## config.mk

```make
export PLATFORM = sky130hd
export DESIGN_NAME = long_press_detector_with_beep
export DESIGN_NICKNAME = d
export VERILOG_FILES = /design/src/rtl/lpdb_pkg.sv /design/src/rtl/long_press_detector_with_beep.sv
export SDC_FILE = /design/constraint.sdc
export NUM_CORES = 1
export LEC_CHECK = 0
export ABC_CLOCK_PERIOD_IN_PS = 5060
export BUFFER_PORTS_ARGS = -buffer_cell sky130_fd_sc_hd__buf_2
export CORE_AREA = 2 2 142 144
export CTS_CLUSTER_SIZE = 8
export DETAILED_ROUTE_END_ITERATION = 7
export DIE_AREA = 0 0 144 146
export GPL_ROUTABILITY_DRIVEN = 0
export GPL_TIMING_DRIVEN = 0
export MAX_ROUTING_LAYER = met4
export PLACE_DENSITY = 0.77
export RECOVER_POWER = 50
export SYNTH_ARGS = -nofsm -noshare
export SYNTH_HDL_FRONTEND = slang
export SYNTH_SLANG_ARGS = --single-unit
```

## constraint.sdc

```tcl
create_clock -name clock -period 5.06 [get_ports clock]
set_clock_uncertainty 0.2 [all_clocks]
set_input_delay 0.759 -clock clock [delete_from_list [all_inputs] [get_ports clock]]
set_output_delay 0.759 -clock clock [all_outputs]
set_load 0.01 [all_outputs]
```

## src/rtl/lpdb_pkg.sv

```systemverilog
// Types and constants shared by the long-press detector.
`default_nettype none

package lpdb_pkg;

   // One-hot check phase.
   typedef enum logic [3:0] {
      PH_DEBOUNCE = 4'b0001,
      PH_HOLD     = 4'b0010,
      PH_NORMAL   = 4'b0100,
      PH_PROV     = 4'b1000
   } phase_type;

   // Verdict codes on the result word.
   typedef enum logic [1:0] {
      VERDICT_CHECKING = 2'd0,
      VERDICT_NORMAL   = 2'd1,
      VERDICT_PROV     = 2'd2
   } verdict_type;

   // Configuration register indexes.
   localparam int CSR_ADDR_WIDTH = 3;
   typedef enum logic [CSR_ADDR_WIDTH-1:0] {
      CSR_DEBOUNCE = 3'd0,
      CSR_HOLD     = 3'd1,
      CSR_MARGIN   = 3'd2,
      CSR_BEEP_ON  = 3'd3,
      CSR_BEEP_OFF = 3'd4
   } csr_index_type;

   localparam int HELD_WIDTH = 17;
   localparam int REQ_DATA_WIDTH = 8;
   localparam int RSP_DATA_WIDTH = 24;

   typedef struct packed {
      logic [HELD_WIDTH-1:0] held_ticks;
      verdict_type           verdict;
      logic                  feedback;
   } result_type;

endpackage

`default_nettype wire

```

## src/rtl/long_press_detector_with_beep.sv

```systemverilog
// Long-press detector with beeper feedback, one button sample per word.
//
//   channel  direction  handshake               payload
//   req      in         req_tvalid/req_tready   req_tdata  {restart, button_level}
//   rsp      out        rsp_tvalid/rsp_tready   rsp_tdata  {held_ticks, verdict, feedback}
//   csr      in         csr_valid/csr_ready     csr_addr, csr_wdata
//
// Each accepted word updates the phase and counters; its result is registered in the
// result register, or the skid register while rsp stalls. Words can be taken every
// cycle until both hold a waiting word. A result register with a skid register behind
// it keeps req_tready independent of rsp_tready.
// Reset is synchronous and loads the default timing values.
`default_nettype none

module long_press_detector_with_beep #(
   parameter int TIME_WIDTH = 16
) (
   input  wire logic                                clock,
   input  wire logic                                reset,
   input  wire logic                                req_tvalid,
   output logic                                     req_tready,
   // bit 0 button_level, bit 1 restart, then zero fill
   input  wire logic [lpdb_pkg::REQ_DATA_WIDTH-1:0] req_tdata,
   output logic                                     rsp_tvalid,
   input  wire logic                                rsp_tready,
   // bit 0 feedback, bits 2:1 verdict, bits 19:3 held_ticks, then zero fill
   output logic [lpdb_pkg::RSP_DATA_WIDTH-1:0]      rsp_tdata,
   input  wire logic                                csr_valid,
   output logic                                     csr_ready,
   input  wire logic [lpdb_pkg::CSR_ADDR_WIDTH-1:0] csr_addr,
   input  wire logic [TIME_WIDTH-1:0]               csr_wdata
);

   localparam int ELW = TIME_WIDTH + 1;

   // Configuration registers.
   logic [TIME_WIDTH-1:0] debounce_ff, hold_ff, margin_ff, beep_on_ticks_ff, beep_off_ticks_ff;

   // Check state.
   lpdb_pkg::phase_type   phase_ff, phase_in;
   logic [ELW-1:0]        elapsed_ff, elapsed_in;
   logic [TIME_WIDTH-1:0] beep_cnt_ff, beep_cnt_in;
   logic                  beep_on_ff, beep_on_in;

   // Output stage.
   logic                  main_valid_ff, main_valid_in;
   logic                  skid_valid_ff, skid_valid_in;
   lpdb_pkg::result_type  main_ff, main_in;
   lpdb_pkg::result_type  skid_ff, skid_in;
   lpdb_pkg::result_type  result;

   logic                  accept, pop;
   logic                  released, restart;
   logic [ELW-1:0]        total, elapsed_inc;
   logic [TIME_WIDTH-1:0] beep_inc, beep_len;
   logic [ELW+lpdb_pkg::HELD_WIDTH-1:0] held_ext;

   assign csr_ready  = 1'b1;
   assign req_tready = !skid_valid_ff;
   assign accept     = req_tvalid && req_tready;
   assign pop        = main_valid_ff && rsp_tready;
   assign rsp_tvalid = main_valid_ff;
   assign rsp_tdata  = {{(lpdb_pkg::RSP_DATA_WIDTH - $bits(lpdb_pkg::result_type)){1'b0}},
                        main_ff};

   assign released = req_tdata[0];
   assign restart  = req_tdata[1];

   always_ff @(posedge clock) begin
      if (reset) begin
         debounce_ff       <= TIME_WIDTH'(50);
         hold_ff           <= TIME_WIDTH'(5000);
         margin_ff         <= TIME_WIDTH'(500);
         beep_on_ticks_ff  <= TIME_WIDTH'(100);
         beep_off_ticks_ff <= TIME_WIDTH'(100);
      end else if (csr_valid && csr_ready) begin
         case (csr_addr)
            lpdb_pkg::CSR_DEBOUNCE: debounce_ff       <= csr_wdata;
            lpdb_pkg::CSR_HOLD:     hold_ff           <= csr_wdata;
            lpdb_pkg::CSR_MARGIN:   margin_ff         <= csr_wdata;
            lpdb_pkg::CSR_BEEP_ON:  beep_on_ticks_ff  <= csr_wdata;
            lpdb_pkg::CSR_BEEP_OFF: beep_off_ticks_ff <= csr_wdata;
            default: ;
         endcase
      end
   end

   assign total       = {1'b0, hold_ff} + {1'b0, margin_ff};
   assign elapsed_inc = (&elapsed_ff) ? elapsed_ff : elapsed_ff + ELW'(1);
   assign beep_inc    = (&beep_cnt_ff) ? beep_cnt_ff : beep_cnt_ff + TIME_WIDTH'(1);
   assign beep_len    = beep_on_ff ? beep_on_ticks_ff : beep_off_ticks_ff;

   always_comb begin
      phase_in    = phase_ff;
      elapsed_in  = elapsed_ff;
      beep_cnt_in = beep_cnt_ff;
      beep_on_in  = beep_on_ff;
      if (restart) begin
         phase_in    = lpdb_pkg::PH_DEBOUNCE;
         elapsed_in  = '0;
         beep_cnt_in = '0;
         beep_on_in  = 1'b0;
      end else begin
         case (phase_ff)
            lpdb_pkg::PH_DEBOUNCE: begin
               if (elapsed_ff >= {1'b0, debounce_ff}) begin
                  // The button sample at the end of debounce; this tick is time zero of the hold.
                  elapsed_in  = '0;
                  beep_cnt_in = '0;
                  beep_on_in  = 1'b0;
                  if (released) begin
                     phase_in = lpdb_pkg::PH_NORMAL;
                  end else if (total == '0) begin
                     phase_in = lpdb_pkg::PH_PROV;
                  end else begin
                     phase_in = lpdb_pkg::PH_HOLD;
                  end
               end else begin
                  elapsed_in = elapsed_inc;
               end
            end
            lpdb_pkg::PH_HOLD: begin
               elapsed_in  = elapsed_inc;
               beep_cnt_in = beep_inc;
               if (elapsed_inc >= total) begin
                  phase_in   = lpdb_pkg::PH_PROV;
                  beep_on_in = 1'b0;
               end else if (released) begin
                  phase_in   = lpdb_pkg::PH_NORMAL;
                  beep_on_in = 1'b0;
               end else if (beep_inc >= beep_len) begin
                  beep_on_in  = !beep_on_ff;
                  beep_cnt_in = '0;
               end
            end
            default: ;
         endcase
      end
   end

   assign held_ext = {{lpdb_pkg::HELD_WIDTH{1'b0}}, elapsed_in};

   always_comb begin
      result.feedback   = (phase_in == lpdb_pkg::PH_HOLD) && beep_on_in;
      result.held_ticks = (phase_in == lpdb_pkg::PH_DEBOUNCE) ?
                          '0 : held_ext[lpdb_pkg::HELD_WIDTH-1:0];
      case (phase_in)
         lpdb_pkg::PH_NORMAL: result.verdict = lpdb_pkg::VERDICT_NORMAL;
         lpdb_pkg::PH_PROV:   result.verdict = lpdb_pkg::VERDICT_PROV;
         default:             result.verdict = lpdb_pkg::VERDICT_CHECKING;
      endcase
   end

   always_ff @(posedge clock) begin
      if (reset) begin
         phase_ff    <= lpdb_pkg::PH_DEBOUNCE;
         elapsed_ff  <= '0;
         beep_cnt_ff <= '0;
         beep_on_ff  <= 1'b0;
      end else if (accept) begin
         phase_ff    <= phase_in;
         elapsed_ff  <= elapsed_in;
         beep_cnt_ff <= beep_cnt_in;
         beep_on_ff  <= beep_on_in;
      end
   end

   // The skid register only fills while the result register is stalled, and it
   // drains into the result register before any new word can be taken.
   always_comb begin
      main_valid_in = main_valid_ff;
      skid_valid_in = skid_valid_ff;
      main_in       = main_ff;
      skid_in       = skid_ff;
      if (!main_valid_ff || pop) begin
         main_valid_in = skid_valid_ff || accept;
         main_in       = skid_valid_ff ? skid_ff : result;
         skid_valid_in = 1'b0;
      end else if (accept) begin
         skid_valid_in = 1'b1;
         skid_in       = result;
      end
   end

   always_ff @(posedge clock) begin
      if (reset) begin
         main_valid_ff <= 1'b0;
         skid_valid_ff <= 1'b0;
      end else begin
         main_valid_ff <= main_valid_in;
         skid_valid_ff <= skid_valid_in;
      end
      main_ff <= main_in;
      skid_ff <= skid_in;
   end

   assert property (@(posedge clock) disable iff (reset)
      skid_valid_ff |-> main_valid_ff)
      else $error("skid register holds a word while the result register is empty");

   assert property (@(posedge clock) disable iff (reset)
      (main_valid_ff && main_ff.feedback) |-> main_ff.verdict == lpdb_pkg::VERDICT_CHECKING)
      else $error("feedback driven after a verdict was reached");

   assert property (@(posedge clock) disable iff (reset)
      ((phase_ff == lpdb_pkg::PH_NORMAL || phase_ff == lpdb_pkg::PH_PROV)
       && !(accept && restart)) |=> $stable(phase_ff))
      else $error("verdict changed without a restart");

   assert property (@(posedge clock) disable iff (reset)
      (phase_ff != lpdb_pkg::PH_HOLD) |-> !beep_on_ff)
      else $error("beeper left on outside the hold phase");

endmodule

`default_nettype wire

```

## After elaboration in Yosys (flattened, before gate mapping)

Cells that the tools add are included.

| word-level totals | value |
|---|---|
| word-level logic and storage cells | 84 |
| input port bits | 32 |
| register bits after elaboration | 160 |

| cells by class | value |
|---|---|
| $lt $le $gt $ge | 3 |
| reductions and logical operators | 21 |
| eq/ne operators | 11 |
| bitwise gates (word level) | 1 |
| add/sub/neg operators | 3 |
| muxes and demuxes | 28 |

Operators by type and width:

| kind | count |
|---|---|
| 16-bit two-way mux | 7 |
| 17-bit two-way mux | 4 |
| 17-bit case mux with 2 select lines | 1 |
| 16-bit case mux with 2 select lines | 1 |
| 4-bit two-way mux | 6 |
| 20-bit two-way mux | 1 |
| 16-bit by 16-bit adder with 17-bit output | 1 |
| 17-bit by 1-bit adder with 17-bit output (second input constant) | 1 |
| 17-bit by 16-bit greater-or-equal comparator with 1-bit output | 1 |
| 17-bit greater-or-equal comparator | 1 |
| 17-bit logical NOT | 1 |
| 17-bit AND reduction | 1 |
| 16-bit by 1-bit adder with 16-bit output (second input constant) | 1 |
| 16-bit greater-or-equal comparator | 1 |
| 16-bit AND reduction | 1 |
| 2-bit AND reduction | 6 |
| 4-bit by 1-bit == test with 1-bit output (second input constant) | 2 |
| 4-bit by 2-bit == test with 1-bit output (second input constant) | 2 |
| 4-bit case mux with 2 select lines | 1 |
| 3-bit by 2-bit == test with 1-bit output (second input constant) | 2 |
| 1-bit two-way mux | 5 |
| 4-bit by 3-bit == test with 1-bit output (second input constant) | 1 |
| 4-bit == test (second input constant) | 1 |
| 2-bit case mux with 2 select lines | 1 |
| 12 further kinds | 17 |

## Longest topological paths before layout

Gate-level depths: netlist (run 1).

| depth | value |
|---|---|
| word-level depth | 10 |
| depth in mapped cells | 18 |
| depth with buffers taken out | 17 |

## Worst setup path before layout (run 1)

Ideal clock, no wire load.

| path | value |
|---|---|
| path type | register -> register |
| from | register elapsed_ff[0] |
| to | register beep_cnt_ff[0] |
| clock period less this slack | 4.194 ns |
| stages on the path, launching flop included | 17 |
| arrival | 3.862 ns |
| library setup time | 0.132 ns |
| slack | 0.866 ns |
| path through | dfxtp_1 ha_1 and4_1 a31oi_2 and3_1 or3b_2 xnor2_2 ha_1 and3_1 and3_1 a21oi_1 nand2_1 or2_2 nand4b_2 clkbuf_1 a22oi_1 a21oi_1 |

| between the ends | value |
|---|---|
| cells in the longest elaborated chain, start to end | 6 |

RTL lines:

| item | RTL line | source |
|---|---|---|
| start: declaration | long_press_detector_with_beep.sv:41 | `logic [ELW-1:0] elapsed_ff, elapsed_in;` |
| start signal: assignment | long_press_detector_with_beep.sv:162 | `elapsed_ff <= elapsed_in;` |
| 17-bit by 1-bit adder with 17-bit output / 17-bit AND reduction (equally long branches) | long_press_detector_with_beep.sv:89 | `assign elapsed_inc = (&elapsed_ff) ? elapsed_ff : elapsed_ff + ELW'(1);` |
| 17-bit two-way mux | long_press_detector_with_beep.sv:89 |  |
| 17-bit greater-or-equal comparator | long_press_detector_with_beep.sv:125 | `if (elapsed_inc >= total) begin` |
| 16-bit two-way mux | long_press_detector_with_beep.sv:125 |  |
| 16-bit case mux with 2 select lines | long_press_detector_with_beep.sv:104 | `case (phase_ff)` |
| 16-bit two-way mux | long_press_detector_with_beep.sv:98 | `if (restart) begin` |
| end signal: assignment | long_press_detector_with_beep.sv:163 | `beep_cnt_ff <= beep_cnt_in;` |
| end: declaration | long_press_detector_with_beep.sv:42 | `logic [TIME_WIDTH-1:0] beep_cnt_ff, beep_cnt_in;` |

Several ways; a longest one is shown, not always the timed one.
A chain may end at the register's enable or synchronous reset.

==> results of run 1 <==
-- cells in the final DEF, fill, tap and decap left out, types with 4 or more instances in the layout --
cell type,count
ha_1,67
and3_1,16
or3_1,4
nor2b_1,7
nand3b_1,24
and2_1,7
a211o_1,5
buf_2,30
and4_1,5
conb_1,5
nor2_1,75
a31oi_1,12
mux2_2,6
buf_4,7
or2_2,8
dfxtp_1,120
edfxtp_1,40
a31o_2,4
o21a_1,5
xnor2_1,27
nand4_1,29
mux2i_1,15
o31ai_1,9
nor3_1,14
xor2_1,8
a21oi_1,125
a21o_1,8
nand2_1,230
a22oi_1,21
a211oi_1,9
nand2b_1,6
clkbuf_16,17
nand3_1,29
inv_1,31
clkbuf_1,74
o21ai_0,43
-- kinds of logic (layout without fill, tap and decap cells) --
logic type	Yosys count	count (layout)	synth area share (%)
DFF	160	160	38.35
AOI/OAI and AO/OA	281	281	18.71
and+or+nand+nor	471	471	23.72
xor gates and xnor gates	36	36	3.436
adders and majority gates	68	68	9.136
buffers and inverters	97	178	4.248
muxes	21	21	2.317
other	2	5	0.07993
-- worst max-delay path: cells and delay by family, from the launching register on --
kind | cells | cell delay [ns]
AO/OA/AOI/OAI | 5 | 1.43
XOR/XNOR | 1 | 0.17
adder cells (fa/ha/maj) | 2 | 0.59
flip-flops | 1 | 0.38
multiplexers | 1 | 0.27
AND/OR/NAND/NOR | 6 | 1.61
-- per-stage QoR --
stage / setup TNS [ns] / hold WS [ns] / cell area, sq um / total power [mW] / cells
finish: 0 / 0.2551 / 10550 / 2.907 / 1485
global route: -0.006551 / 0.2716 / 10550 / 2.991 / 1485
CTS: 0 / 0.2552 / 10550 / 2.902 / 1484
detailed placement: 0 / 0.2463 / 9981 / 1.665 / 1452
global placement: 0 / 0.2407 / 9973 / 1.659 / 1451
floorplan: 0 / 0.2329 / 9407 / 1.566 / 1139
-- per-layer routing --
metal	global-route usage [%]	routed length, um	up-vias	part of all wire, %
met2	38.43	11720	417	46
met3	4.409	1939	77	7.6
met5	-	0	-	0
li1	-	-	4186	-
met1	33.36	11130	4101	43
met4	8.824	803	0	3.1
-- state kept, by name, summed over array words and instances (netlist names) --
signal             count
beep_on_ff             1
elapsed_ff            17
rsp_tvalid             1
rsp_tdata             20
beep_off_ticks_ff     16
skid_valid_ff          1
beep_cnt_ff           16
beep_on_ticks_ff      16
skid_ff               20
hold_ff               16
margin_ff             16
phase_ff               4
debounce_ff           16
-- repair_timing --
action | in CTS | in global routing
endpoints found under the setup margin | 9 | 12
gates resized for setup | 1 | 6
pin swaps | 0 | 2
hold endpoints to repair | 0 | 0
setup buffers | 0 | 1
-- final cells by class --
cell class,instances,area share [%]
Clock inverter,13,1.198
Sequential cell,160,34.15
Inverter,32,1.138
Buffer,65,2.656
Multi-Input combinational cell,882,51.43
Clock buffer,19,4.197
Tap cell,265,3.142
Timing Repair Buffer,49,2.087
-- power groups by stage --
stage	clock network [mW]	logic, mW	registers, mW
2_1_floorplan	0	0.181	1.39
4_1_cts	1.26	0.284	1.35
6_report	1.27	0.286	1.36
5_1_grt	1.32	0.312	1.36
3_5_place_dp	0	0.282	1.38
3_3_place_gp	0	0.277	1.38
-- how the worst max path moves through the flow --
stage,from,to,slack (ns),cells after the start
3_3_place_gp,elapsed_ff[8]$_SDFFE_PP0P_,beep_cnt_ff[14]$_SDFFE_PP0P_,0.13,17
3_5_place_dp,elapsed_ff[8]$_SDFFE_PP0P_,beep_cnt_ff[13]$_SDFFE_PP0P_,0.03,17
6_report,elapsed_ff[0]$_SDFFE_PP0P_,rsp_tdata[1]$_DFFE_PP_,0.17,15
5_1_grt,elapsed_ff[0]$_SDFFE_PP0P_,rsp_tdata[1]$_DFFE_PP_,-0.007,15
2_1_floorplan,elapsed_ff[0]$_SDFFE_PP0P_,beep_cnt_ff[0]$_SDFFE_PP0P_,0.87,16
4_1_cts,elapsed_ff[8]$_SDFFE_PP0P_,beep_cnt_ff[0]$_SDFFE_PP0P_,0.03,17
==> impl_metrics.py, run 1 <==
metrics = {
    "pwr": {
        "switching_share_pct": 26.74,
        "p_sw_mw": 0.7773,
        "power.internal_mw": 2.129,
        "p_leak_nw": 3.978,
        "clkPwrFrac_pct": 43.5,
        "power_density_nw_per_um2": 275.4,
        "p_comb_share_pct": 9.8,
        "ir_drop_mv": 0.2579,
        "p_seq_share_pct": 46.6,
    },
    "routing": {
        "viasPerCell": 5.913,
        "routedWlPerCell_um": 17.24,
        "drc": 0,
        "drt_pass1_iterations": 5,
        "routed_wl_um": 25600,
        "vias": 8781,
        "drtAntennaViolNets": 0,
        "drtIter0Drc": 999,
    },
    "yosys": {
        "yosys.area.top_type_share_pct": 25.57,
        "synthFlopType": "dfxtp_1",
        "synth_most_common_cell": "nand2_1",
        "yosysSeqAreaShare_pct": 38.35,
        "synth_top_cell_by_area": "dfxtp_1",
        "yosysWarnings": 0,
        "postSynth.asyncResetShare_pct": 0,
        "synth_edf_count": 40,
        "ys_types": 76,
        "yosys-top-cells-count": "nand2_1, a21oi_1, dfxtp_1",
        "syn-cell-area_sq_um": 9395,
        "syn_area_per_cell_sq_um": 8.270,
        "synth_area_leaders": "dfxtp_1, edfxtp_1, nand2_1",
        "yosys_register_bits": 160,
        "syn_inst": 1136,
    },
    "worst_hold_path": {
        "hold-path-endpoint": "debounce_ff[2]$_SDFFE_PP0P_",
        "min_path_type": "reg -> reg",
        "hold_depth": 2,
        "worstHoldStart": "debounce_ff[2]$_SDFFE_PP0P_",
    },
    "grt": {
        "grt.total_usage_pct": 25.10,
        "antenna_found_initial": 0,
        "grt_overflow_total": 0,
        "grt_max_degree": 24,
        "grt_pass1_wl_um": 40610,
        "grt_pass1_vias": 8007,
    },
    "floorplan": {
        "die_w_um": 144,
        "core_area_sq_um": 19330,
        "start_util_pct": 48.59,
        "die_area_sq_um": 21020,
        "dieHeight_um": 146,
        "rows": 51,
        "io_pins": 59,
    },
    "setup_path": {
        "cp-end-kind": "flip-flop",
        "worstPathMaxFanout": 6,
        "start_kind": "flip-flop",
        "rr_worst_depth": 15,
        "cp_slowest_stage_delay_ns": 0.50,
        "arrival_ns": 4.88,
        "reg2reg_from": "elapsed_ff[0]$_SDFFE_PP0P_",
        "r2r-end": "rsp_tdata[1]$_DFFE_PP_",
        "crit_chain": "ha_1 -> and4_1 -> a31oi_2 -> and3_1 -> or3b_2 -> xnor2_2 -> ha_1 -> and3_1 -> and3_1 -> a21oi_1 -> nand2_1 -> o311ai_0 -> o311ai_0 -> o211a_1 -> mux2_2",
        "slowest_stage": "or3b_2",
        "crit_type": "reg -> reg",
        "worst_path_most_repeated_cell": "and3_1",
        "reg2reg_slack_ns": 0.17,
        "crit_required_ns": 5.05,
    },
    "status": {
        "outcome": "finished, final reports clean",
    },
    "final_layout": {
        "multi_input_area_sq_um": 5428,
        "layout-drive-gt1-share_pct": 8.525,
        "nFillCells": 1787,
        "synthToLayoutAreaGrowth_pct": 12.32,
        "antenna_cells": 0,
        "final-seq-area_sq_um": 3603,
        "final_nets": 1307,
        "post-route-util_pct": 54.58,
    },
    "clock_network": {
        "cts_hold_buf": 0,
        "cts_sinks": 160,
        "numCtsBuffers": 17,
        "clk_latency_ns": 0.44,
        "clk_path_buf_depth": 2,
        "cts_tree": "done",
        "htree_levels": 4,
        "path_clk_slew_ns": 0.06,
        "cts_root_buf": "clkbuf_16",
    },
    "timing": {
        "setup_ws_ns": 0.1692,
        "fmax_mhz": 204.5,
        "fin_crit_sh_pct": 96.66,
        "tightestPinTransition_ns": 0.9824,
        "final_max_slew_viol_count": 0,
        "setup_violations": 0,
        "hold_viol": 0,
        "fin_crit_ns": 4.891,
        "relSlewSlack_pct": 34.51,
    },
    "place": {
        "portBuffers": 47,
        "dp_hpwl_um": 18860,
        "dp_slack_ns": 0.02935,
    },
    "flow_run": {
        "maxCapViolations": 0,
    },
}
No activity file was read; power rests on OpenSTA's default activity.
==> run 2: changes to the inputs <==
--- a/config.mk
+++ b/config.mk
@@ -5,17 +5,19 @@
 export SDC_FILE = /design/constraint.sdc
 export NUM_CORES = 1
 export LEC_CHECK = 0
+export ABC_AREA = 1
 export ABC_CLOCK_PERIOD_IN_PS = 5060
 export BUFFER_PORTS_ARGS = -buffer_cell sky130_fd_sc_hd__buf_2
-export CORE_AREA = 2 2 142 144
+export CORE_AREA = 2 2 143 145
 export CTS_CLUSTER_SIZE = 8
 export DETAILED_ROUTE_END_ITERATION = 7
-export DIE_AREA = 0 0 144 146
+export DIE_AREA = 0 0 145 147
 export GPL_ROUTABILITY_DRIVEN = 0
 export GPL_TIMING_DRIVEN = 0
 export MAX_ROUTING_LAYER = met4
 export PLACE_DENSITY = 0.77
 export RECOVER_POWER = 50
+export SLEW_MARGIN = 20
 export SYNTH_ARGS = -nofsm -noshare
 export SYNTH_HDL_FRONTEND = slang
 export SYNTH_SLANG_ARGS = --single-unit
==> impl_metrics.py, run 2 <==
metrics = {
    "setup_path": {
        "arrival_ns": 4.21,
        "cp_num_cells": 21,
        "start_kind": "flip-flop",
        "crit_chain": "ha_1 -> inv_1 -> nor2_2 -> nand4_2 -> nor3_2 -> nand2_1 -> nand2_1 -> nor2_1 -> nand2_1 -> nor2_1 -> a21oi_2 -> ha_1 -> nand2_1 -> nor4_1 -> nand3_1 -> nand4_1 -> nor2_1 -> nand2_1 -> clkbuf_1 -> nand3_1 -> a21oi_1",
        "critPathTopFamily": "simple AND/OR/NAND/NOR gates",
        "cp-end-kind": "flip-flop",
        "path_buf_inv": 2,
        "crit_required_ns": 5.22,
        "rr_worst_depth": 21,
        "crit_type": "reg -> reg",
        "slowest_stage": "dfxtp_1",
        "worstPathMaxFanout": 10,
        "cp_slowest_stage_delay_ns": 0.53,
        "worst_path_most_repeated_cell": "nand2_1",
    },
    "routing": {
        "drc": 0,
        "routedWlPerCell_um": 14.23,
        "vias": 8896,
        "drtAntennaViolNets": 0,
        "routed_wl_um": 24120,
        "drtIter0Drc": 656,
        "viasPerCell": 5.248,
        "drt_pass1_iterations": 6,
    },
    "final_layout": {
        "final_nets": 1512,
        "synthToLayoutAreaGrowth_pct": 11.44,
        "final_common_cell": "nand2_1",
        "final_area_sq_um": 10640,
        "layout-drive-gt1-share_pct": 7.649,
        "antenna_cells": 0,
        "layout_common_cells": "nand2_1, nor2_1, inv_1, o21ai_0, dfxtp_1",
        "final_cells": 1695,
    },
    "yosys": {
        "synth_area_leaders": "dfxtp_1, nand2_1, edfxtp_1",
        "postSynth.asyncResetShare_pct": 0,
        "syn_inst": 1344,
        "ys_types": 51,
        "yosys.area.top_type_share_pct": 25.16,
        "synth_most_common_cell": "nand2_1",
        "synthFlopType": "dfxtp_1",
        "yosys_register_bits": 160,
        "yosysSeqAreaShare_pct": 37.74,
        "yosys-top-cells-count": "nand2_1, nor2_1, inv_1",
        "synth_top_cell_by_area": "dfxtp_1",
        "yosysWarnings": 0,
        "syn-cell-area_sq_um": 9548,
        "syn_area_per_cell_sq_um": 7.104,
        "synth_edf_count": 40,
    },
    "place": {
        "dp_hpwl_um": 18590,
        "dp_slack_ns": 1.081,
        "portBuffers": 46,
        "post-place-cells": 1663,
        "placed_area_sq_um": 10130,
    },
    "timing": {
        "setup_ws_ns": 1.002,
        "tightestPinTransition_ns": 0.8791,
        "whs_ns": 0.2534,
        "final_max_slew_viol_count": 0,
        "relSlewSlack_pct": 41.33,
        "fmax_mhz": 246.4,
        "fin_crit_ns": 4.058,
        "fin_crit_sh_pct": 80.20,
        "tns_ns": 0,
        "hold_viol": 0,
        "setup_violations": 0,
        "rsz0062_at_grt": "no",
    },
    "grt": {
        "grt_max_degree": 24,
        "antenna_found_initial": 0,
        "grt_overflow_total": 0,
        "grt_pass1_vias": 8076,
        "grt.total_usage_pct": 23.33,
        "grt_pass1_wl_um": 39300,
    },
    "pwr": {
        "power_density_nw_per_um2": 301.7,
        "ir_drop_mv": 0.2451,
        "switching_share_pct": 31.21,
        "clkPwrFrac_pct": 37.4,
        "p_leak_nw": 4.900,
        "p_sw_mw": 1.002,
        "p_comb_share_pct": 18.0,
        "p_seq_share_pct": 44.6,
        "power.internal_mw": 2.208,
    },
    "worst_hold_path": {
        "min_path_type": "reg -> reg",
        "hold_depth": 2,
    },
    "clock_network": {
        "clk_latency_ns": 0.43,
        "cts_setup_buffers": 0,
        "htree_levels": 4,
        "clk_path_buf_depth": 2,
        "numCtsBuffers": 17,
        "cts_root_buf": "clkbuf_16",
        "cts_tree": "done",
        "cts_sinks": 160,
        "cts_hold_buf": 0,
        "path_clk_slew_ns": 0.07,
        "ctsResizeCount": 0,
    },
    "floorplan": {
        "die_w_um": 145,
        "io_pins": 59,
        "start_util_pct": 48.11,
        "die_area_sq_um": 21320,
        "core_area_sq_um": 19840,
        "rows": 52,
        "dieHeight_um": 147,
    },
    "flow_run": {
        "maxCapViolations": 0,
    },
    "status": {
        "outcome": "finished, final reports clean",
    },
}
run 2: changes by cell type after synthesis, sizes merged, moves of 18 or more:
cell / change
xnor2: -22
a21oi: -18
a22oi: -21
nand3: +40
nor2: +86
inv: +122
nand2: +103
o21ai: +84
run 2: cells by family after synthesis:
logic type / share of synthesized area [%]
flip-flops: 37.74
AND/OR/NAND/NOR: 27.74
multiplexers: 0.3145
other: 0.07866
XOR/XNOR: 1.559
adder cells (fa/ha/maj): 8.990
buffers and inverters: 8.544
AO/OA/AOI/OAI: 15.03
run 2: power groups by stage:
stage               registers [mW]  clock network [mW]  logic [mW]
global placement              1.45                   0       0.556
floorplan                     1.45                   0       0.409
CTS                           1.43                1.21       0.575
detailed placement            1.46                   0       0.571
global route                  1.44                1.26       0.656
finish                        1.43                1.20       0.578
run 2: stage by stage:
step / total power [mW] / util (%)
4_1_cts: 3.216 / 53.76
5_1_grt: 3.356 / 53.62
2_1_floorplan: 1.858 / -
3_5_place_dp: 2.027 / 51.05
6_report: 3.210 / 53.62
3_3_place_gp: 2.010 / 51.03
run 2: area by class of cell:
type                       count  area, sq um
clock inverter                13        105.1
timing repair buffer          46        202.7
multi-input combinational    982         5142
buffer                        51        229.0
fill                        1903         9204
clock buffer                  19        432.9
inverter                     154        586.8
tap                          270        337.8
sequential                   160         3603
run 2: worst reg2reg max path: cells and delay by family (launching register included):
| family | cells | cell delay [ns] |
|---|---|---|
| AOI/OAI and AO/OA | 2 | 0.36 |
| DFF | 1 | 0.53 |
| and+or+nand+nor | 15 | 1.94 |
| adders and majority gates | 2 | 0.47 |
| buffers and inverters | 2 | 0.49 |
run 2: final timing paths:
path | start | to | slack [ns]
max | elapsed_ff[1]$_SDFFE_PP0P_ | beep_cnt_ff[10]$_SDFFE_PP0P_ | 1.00
max reg2reg | elapsed_ff[1]$_SDFFE_PP0P_ | beep_cnt_ff[10]$_SDFFE_PP0P_ | 1.00
min | beep_on_ticks_ff[8]$_SDFFE_PP0P_ | beep_on_ticks_ff[8]$_SDFFE_PP0P_ | 0.25
min reg2reg | beep_on_ticks_ff[8]$_SDFFE_PP0P_ | beep_on_ticks_ff[8]$_SDFFE_PP0P_ | 0.25
run 2: metal layers:
layer | up-vias | global-route usage [%] | share of wire [%]
li1 | 4563 | - | -
met1 | 3975 | 30.36 | 46
met2 | 308 | 37.05 | 45
met3 | 50 | 4.068 | 7.4
met4 | 0 | 7.772 | 1.8
met5 | - | - | 0
